## src/sv/mkfs_pkg.sv

```systemverilog
// ----------------------------------------------------------------------------
// mkfs_pkg
// Shared types, codes and helpers for the multi-key flow scheduler.
// ----------------------------------------------------------------------------
`timescale 1ns / 1ps
`default_nettype none

package mkfs_pkg;

  // Default number of wait queue slots.
  localparam int unsigned QueueDepth = 16;

  // Width of a packed sort key: {priority, arrival, transmit, id}.
  localparam int unsigned KeyW = 48;

  typedef logic [KeyW-1:0] key_t;

  // Operation carried by an input item.
  typedef enum logic [0:0] {
    OP_REQUEST = 1'b0,
    OP_RELEASE = 1'b1
  } opcode_e;

  // Result status codes.
  typedef enum logic [2:0] {
    ST_GRANTED = 3'd0,
    ST_QUEUED  = 3'd1,
    ST_DROPPED = 3'd2,
    ST_HEAD    = 3'd3,
    ST_IDLE    = 3'd4,
    ST_IGNORED = 3'd5
  } status_e;

  typedef struct packed {
    opcode_e     opcode;
    logic [7:0]  flow_id;
    logic [7:0]  flow_priority;
    logic [15:0] arrival_tenths;
    logic [15:0] transmit_tenths;
  } in_item_t;

  typedef struct packed {
    status_e    status;
    logic [7:0] granted_id;
    logic [7:0] holder_id;
    logic [4:0] waiting_count;
  } out_item_t;

  // Per-cycle command broadcast to every queue cell.
  typedef struct packed {
    logic insert;
    logic pop;
  } cell_ctrl_t;

  // Pack the ordering key so an unsigned compare gives the queue order.
  function automatic key_t make_key(in_item_t item);
    return {item.flow_priority, item.arrival_tenths, item.transmit_tenths, item.flow_id};
  endfunction

endpackage

`default_nettype wire

```

## src/sv/multi_key_flow_scheduler.sv

```systemverilog
// ----------------------------------------------------------------------------
// multi_key_flow_scheduler
// Non-preemptive single-channel scheduler with a sorted wait queue built as a
// row of shifting compare cells.
// ----------------------------------------------------------------------------
// A result is registered and appears in the cycle after its item is accepted.
// Throughput: one item per cycle unless stalled; every cell compares and
// shifts in parallel. An item enters in the same cycle as the previous result
// is taken; while a result is held back by the receiver, the input stalls.
// Reset clears the queue count, the channel holder and the output valid flag;
// queue slots hold unknown keys until written and are never read before then.
// ----------------------------------------------------------------------------
`timescale 1ns / 1ps
`default_nettype none

module multi_key_flow_scheduler #(
  parameter int unsigned QUEUE_DEPTH = mkfs_pkg::QueueDepth
) (
  input  wire logic          clk_i,
  input  wire logic          rst_ni,
  input  wire logic          in_valid_i,
  output logic               in_stall_o,
  input  wire mkfs_pkg::in_item_t in_item_i,
  output logic               out_valid_o,
  input  wire logic          out_stall_i,
  output mkfs_pkg::out_item_t out_item_o
);

  localparam int unsigned CntW = $clog2(QUEUE_DEPTH + 1);

  logic [CntW-1:0]     count_q, count_d;
  logic [7:0]          holder_q, holder_d;
  logic                out_valid_q, out_valid_d;
  mkfs_pkg::out_item_t out_q, out_d;

  logic                 accept;
  logic                 is_request;
  logic                 grant_now;
  logic                 queue_full;
  mkfs_pkg::cell_ctrl_t ctrl;
  mkfs_pkg::key_t       new_key;
  mkfs_pkg::key_t       cell_key [QUEUE_DEPTH];
  logic [QUEUE_DEPTH-1:0] cell_shift;
  logic [QUEUE_DEPTH-1:0] occupied;

  // Input handshake: stall only while a result is held back downstream.
  assign in_stall_o = out_valid_q && out_stall_i;
  assign accept     = in_valid_i && !in_stall_o;

  // Decode the item.
  assign is_request = (in_item_i.opcode == mkfs_pkg::OP_REQUEST);
  assign grant_now  = is_request && (holder_q == 8'd0) && (count_q == '0);
  assign queue_full = (count_q == CntW'(QUEUE_DEPTH));
  assign new_key    = mkfs_pkg::make_key(in_item_i);

  assign ctrl.insert = accept && is_request && !grant_now && !queue_full;
  assign ctrl.pop    = accept && !is_request && (count_q != '0);

  // Row of queue cells, head at index zero.
  for (genvar i = 0; i < QUEUE_DEPTH; i++) begin : g_cell
    logic           left_shift;
    mkfs_pkg::key_t left_key;
    mkfs_pkg::key_t right_key;

    assign occupied[i] = (CntW'(i) < count_q);

    if (i == 0) begin : g_head
      assign left_shift = 1'b0;
      assign left_key   = new_key;
    end else begin : g_body
      assign left_shift = cell_shift[i-1];
      assign left_key   = cell_key[i-1];
    end

    if (i == QUEUE_DEPTH - 1) begin : g_tail
      assign right_key = cell_key[i];
    end else begin : g_mid
      assign right_key = cell_key[i+1];
    end

    mkfs_cell u_cell (
      .clk_i        (clk_i),
      .ctrl_i       (ctrl),
      .new_key_i    (new_key),
      .occupied_i   (occupied[i]),
      .left_shift_i (left_shift),
      .left_key_i   (left_key),
      .right_key_i  (right_key),
      .shift_o      (cell_shift[i]),
      .key_o        (cell_key[i])
    );
  end

  // Channel state and result for the accepted item.
  always_comb begin
    count_d           = count_q;
    holder_d          = holder_q;
    out_d.status      = mkfs_pkg::ST_IGNORED;
    out_d.granted_id  = 8'd0;
    if (is_request) begin
      if (grant_now) begin
        holder_d         = in_item_i.flow_id;
        out_d.status     = mkfs_pkg::ST_GRANTED;
        out_d.granted_id = in_item_i.flow_id;
      end else if (queue_full) begin
        out_d.status = mkfs_pkg::ST_DROPPED;
      end else begin
        count_d      = count_q + 1'b1;
        out_d.status = mkfs_pkg::ST_QUEUED;
      end
    end else if (count_q != '0) begin
      count_d          = count_q - 1'b1;
      holder_d         = cell_key[0][7:0];
      out_d.status     = mkfs_pkg::ST_HEAD;
      out_d.granted_id = cell_key[0][7:0];
    end else if (holder_q != 8'd0) begin
      holder_d     = 8'd0;
      out_d.status = mkfs_pkg::ST_IDLE;
    end
    out_d.holder_id     = holder_d;
    out_d.waiting_count = 5'(count_d);
  end

  // Output valid: set on accept, held while stalled.
  assign out_valid_d = accept || (out_valid_q && out_stall_i);

  always_ff @(posedge clk_i or negedge rst_ni) begin
    if (!rst_ni) begin
      count_q     <= '0;
      holder_q    <= 8'd0;
      out_valid_q <= 1'b0;
    end else begin
      out_valid_q <= out_valid_d;
      if (accept) begin
        count_q  <= count_d;
        holder_q <= holder_d;
      end
    end
  end

  always_ff @(posedge clk_i) begin
    if (accept) begin
      out_q <= out_d;
    end
  end

  assign out_valid_o = out_valid_q;
  assign out_item_o  = out_q;

  // Assertions.
  a_count_bound : assert property (@(posedge clk_i) disable iff (!rst_ni)
    count_q <= CntW'(QUEUE_DEPTH))
    else $error("wait queue count exceeds depth");

  a_valid_source : assert property (@(posedge clk_i) disable iff (!rst_ni)
    $rose(out_valid_q) |-> $past(accept))
    else $error("result appeared without an accepted item");

  a_insert_count : assert property (@(posedge clk_i) disable iff (!rst_ni)
    ctrl.insert |=> count_q == $past(count_q) + 1'b1)
    else $error("insert did not grow the queue by one");

  a_pop_count : assert property (@(posedge clk_i) disable iff (!rst_ni)
    ctrl.pop |=> count_q == $past(count_q) - 1'b1)
    else $error("pop did not shrink the queue by one");

  a_one_command : assert property (@(posedge clk_i) disable iff (!rst_ni)
    !(ctrl.insert && ctrl.pop))
    else $error("insert and pop in the same cycle");

endmodule

`default_nettype wire

```

## src/sv/mkfs_cell.sv

```systemverilog
// ----------------------------------------------------------------------------
// mkfs_cell
// One slot of the sorted wait queue. Holds one key, compares it with the
// incoming key and shifts toward its neighbors on insert or pop.
// ----------------------------------------------------------------------------
`timescale 1ns / 1ps
`default_nettype none

module mkfs_cell (
  input  wire logic                clk_i,
  input  wire mkfs_pkg::cell_ctrl_t ctrl_i,
  input  wire mkfs_pkg::key_t      new_key_i,
  input  wire logic                occupied_i,
  input  wire logic                left_shift_i,
  input  wire mkfs_pkg::key_t      left_key_i,
  input  wire mkfs_pkg::key_t      right_key_i,
  output logic                     shift_o,
  output mkfs_pkg::key_t           key_o
);

  mkfs_pkg::key_t key_q;
  mkfs_pkg::key_t key_d;
  logic           greater;

  // An occupied slot whose key sorts after the new one moves right on insert.
  assign greater = occupied_i && (key_q > new_key_i);
  assign shift_o = greater;

  // Next key: shift in from the left, take the new key, or pull from the right.
  always_comb begin
    key_d = key_q;
    if (ctrl_i.insert) begin
      if (left_shift_i) begin
        key_d = left_key_i;
      end else if (greater || !occupied_i) begin
        key_d = new_key_i;
      end
    end else if (ctrl_i.pop) begin
      key_d = right_key_i;
    end
  end

  always_ff @(posedge clk_i) begin
    key_q <= key_d;
  end

  assign key_o = key_q;

endmodule

`default_nettype wire
```

## config.mk

```make
export PLATFORM = sky130hd
export DESIGN_NAME = multi_key_flow_scheduler
export DESIGN_NICKNAME = d
export VERILOG_FILES = /design/src/sv/mkfs_pkg.sv /design/src/sv/multi_key_flow_scheduler.sv /design/src/sv/mkfs_cell.sv
export SDC_FILE = /design/constraint.sdc
export NUM_CORES = 2
export LEC_CHECK = 0
export ABC_AREA = 1
export BUFFER_PORTS_ARGS = -buffer_cell sky130_fd_sc_hd__buf_2
export CAP_MARGIN = 5
export CORE_ASPECT_RATIO = 1.25
export CORE_MARGIN = 5
export CORE_UTILIZATION = 60
export CTS_CLUSTER_SIZE = 24
export DETAILED_ROUTE_END_ITERATION = 10
export PLACE_DENSITY = 0.81
export SETUP_SLACK_MARGIN = 0.4
export SLEW_MARGIN = 10
export SYNTH_ARGS = -nofsm -noshare
export SYNTH_HDL_FRONTEND = slang
export SYNTH_SLANG_ARGS = --single-unit
```

## constraint.sdc

```tcl
create_clock -name clk_i -period 6.9 [get_ports clk_i]
set_input_delay 2.07 -clock clk_i [delete_from_list [all_inputs] [get_ports clk_i]]
set_output_delay 2.07 -clock clk_i [all_outputs]
set_load 0.02 [all_outputs]
```

==> metrics.yaml <==
yosys:
  synth_area_leader_cell: "edfxtp_1"
  synth.most_common_cell: "nand2_1"
  synthMuxAreaShare: 0
  synthAdderAreaFrac: 0.150
  ys_seq_elements: 806
  ys.flop_type: "edfxtp_1"
  netlist_area_um2: 64200
  syn_avg_cell_area_um2: 7.52
  synthSimpleGateAreaFrac: 0.334
  synthXorXnorAreaFrac: 0.000682
  synth_top_family_by_area: "simple AND/OR/NAND/NOR gates"
  synth_top_area_frac: 0.370
  async_flop_share: 0.0174
  synth_warnings: 0
  synth-compound-area-share: 0.0464
  ys_seq_area_frac: 0.376
  synth_cell_types: 36
  yosys-top-cells-count: "nand2_1 (3156), inv_1 (955), edfxtp_1 (792)"
  syn_inst: 8542
  synth_edf_count: 792
  syn-num-nets: 9366
  yosys-top-cells-area: "edfxtp_1 (37%), nand2_1 (18%), ha_1 (15%)"
min_path:
  min_from: "out_valid_o"
  worst_hold_path.num_cells: 2
  hold-path-endpoint: "out_valid_o"
  hp-class: "flop to flop"
timing:
  finalSetupTns_ns: 0
  skew_ns: 0.0190
  slew_headroom: 0.212
  setup_viol: 0
  hold_viol_final: 0
  rsz0062_at_grt: "false"
  setup_slack_ns: 1.48
  fmax_ghz: 0.185
  tightestPinTransition_ns: 1.18
  fin_crit_ns: 5.42
  drv_slew: 0
  post-route-period-util: 0.785
cells_and_area:
  antennaDiodeCount: 0
  drive_gt1_frac: 0.0526
  syn_to_final_growth_pct: 6.64
  final_nets: 9201
  design_area_um2: 68500
  final_cells: 9872
  fillers: 8974
die:
  die-area_um2: 114000
  core_area_um2: 106000
  initial_core_util: 0.603
  rows: 134
  boundaryPins: 79
  die_h_um: 376
  die_w_um: 303
routing:
  dr.pass1.iters: 7
  remaining_drc_errors: 0
  avgViaCountPerCell: 5.87
  drtAntennaViolNets: 0
  routedWlPerCell_um: 18.2
  routed_wl_um: 179000
  drt_iter0_markers: 5983
  vias: 57972
critical_path:
  worstSetupPathType: "input pin to flop"
  crit_buf_inv: 6
  reg2reg_from: "count_q[2]"
  regToRegEndpoint: "g_cell[13].u_cell.key_o[26]"
  cp-start-kind: "input pin"
  worstPathRequired_ns: 7.27
  cpPeakStageDelay_ns: 0.60
  r2r_slack_ns: 2.53
  worst_path_max_delay_cell: "a31oi_4"
  crit_chain: "buf_2, inv_1, buf_4, buf_4, ha_1, nand2_1, nor3_1, nand2_1, nor2_1, nand2_1, nand3_2, buf_4, nand3_2, a31oi_4, buf_12"
  path_delay_family: "buffers and inverters"
  path_max_fanout: 32
  cp_data_arrival_time_ns: 5.79
  reg2reg_depth: 7
  endpoint_kind: "flop"
clocking:
  post_cts_resized: 0
  htreeDepth: 3
  tritoncts: "done"
  postCtsHoldBufs: 0
  insertion_delay_ns: 0.69
  clock_path_buffers: 3
  numCtsBuffers: 88
  cts-root-buf: "clkbuf_16"
  cts_sinks: 806
  path_clk_slew_ns: 0.06
  post-cts-setup-buffers: 0
place:
  dpl.hpwl_um: 133000
  globalplace.congestion: 0.913
  dpl_cell_area_um2: 65700
  preCtsSetupSlack_ns: 0.898
  placed_cells: 9715
  io_buffers: 78
run_status:
  outcome: "finished clean"
global_routing:
  grt_max_degree: 211
  antenna_found_initial: 2
  grt_pass1_vias: 56584
  grt-ovfl-total: 0
  grtUsageTotal: 0.306
  grt_pass1_wl_um: 288000
power:
  power-per-cell-area_nw_per_um2: 273
  power.leakage_nw: 34.0
  ir_drop_uv: 386
job:
  drv_cap: 0
## per-layer routing
metal	wire length [µm]	global-route usage	vias to the layer above
li1	-	-	28438
met1	69000	0.369	26553
met2	88100	0.537	2515
met3	12700	0.0364	466
met4	9400	0.156	0
met5	0	0	-
## how the worst max path moves through the flow
stage	from	to	slack [ns]	cells past startpoint
after floorplan	in_item_i[39]	g_cell[12].u_cell.key_o[0]	0.69	14
after global placement	in_item_i[15]	g_cell[4].u_cell.key_o[16]	0.94	15
after detailed placement	in_item_i[15]	g_cell[8].u_cell.key_o[17]	0.90	14
after CTS	in_item_i[15]	g_cell[8].u_cell.key_o[20]	1.61	14
after global routing	in_item_i[15]	g_cell[4].u_cell.key_o[21]	1.21	15
final	in_item_i[15]	g_cell[4].u_cell.key_o[9]	1.48	15
## cell type report
class | instances | area, µm² | share of cell area
multi-input cells | 6255 | 34300 | 0.501
flip-flops and latches | 806 | 24100 | 0.353
inverters | 978 | 3680 | 0.0537
clock buffers | 107 | 2370 | 0.0346
repair buffers | 248 | 1840 | 0.0269
well taps | 1428 | 1790 | 0.0261
clock inverters | 50 | 345 | 0.00504
## cell usage in the layout (no fill, tap or decap), types with 13 or more instances in the layout
master	n
a21o_1	27
o21a_1	33
buf_2	78
inv_1	947
buf_12	14
dfrtp_1	14
nand3_1	761
ha_1	771
clkinv_1	29
nor3_1	37
nand3_2	26
clkbuf_1	13
clkbuf_16	91
nor2_1	233
edfxtp_1	792
clkinv_2	21
nand2_1	3152
buf_4	156
inv_2	21
o21ai_0	119
nand4_1	699
a21oi_1	332
## cell families (layout without fill, tap and decap cells)
| group | after synthesis | count (layout) |
|---|---|---|
| flip-flops | 806 | 806 |
| adder cells (fa/ha/maj) | 771 | 771 |
| buffers and inverters | 1481 | 1383 |
| XOR/XNOR | 5 | 5 |
| AND/OR/NAND/NOR | 4928 | 4928 |
| AO/OA/AOI/OAI | 551 | 551 |
## state kept, by name, indices dropped and copies added, names as in the netlist
name,cells
g_cell.u_cell.key_o,768
count_q,5
out_valid_o,1
out_item_o,24
holder_q,8
## power breakdown
group          internal [mW]  switching [mW]
logic                   2.08            4.98
clock network           2.58            2.07
registers               6.45           0.536
total                   11.1            7.58
## tightest hold or removal path: stages (launching register included)
cell and delay [ns]:
dfrtp_1 0.34, nand2_1 0.07, nand2_1 0.06
## metrics by stage
stage / hold slack, ns / total power, mW / util
after global routing: 0.544 / 19.8 / 0.643
after floorplan: 0.497 / 12.1 / -
final: 0.499 / 18.7 / 0.643
after detailed placement: 0.486 / 14.0 / 0.618
after CTS: 0.501 / 18.6 / 0.643
after global placement: 0.471 / 13.7 / 0.618
No activity file was read; power rests on OpenSTA's default activity.
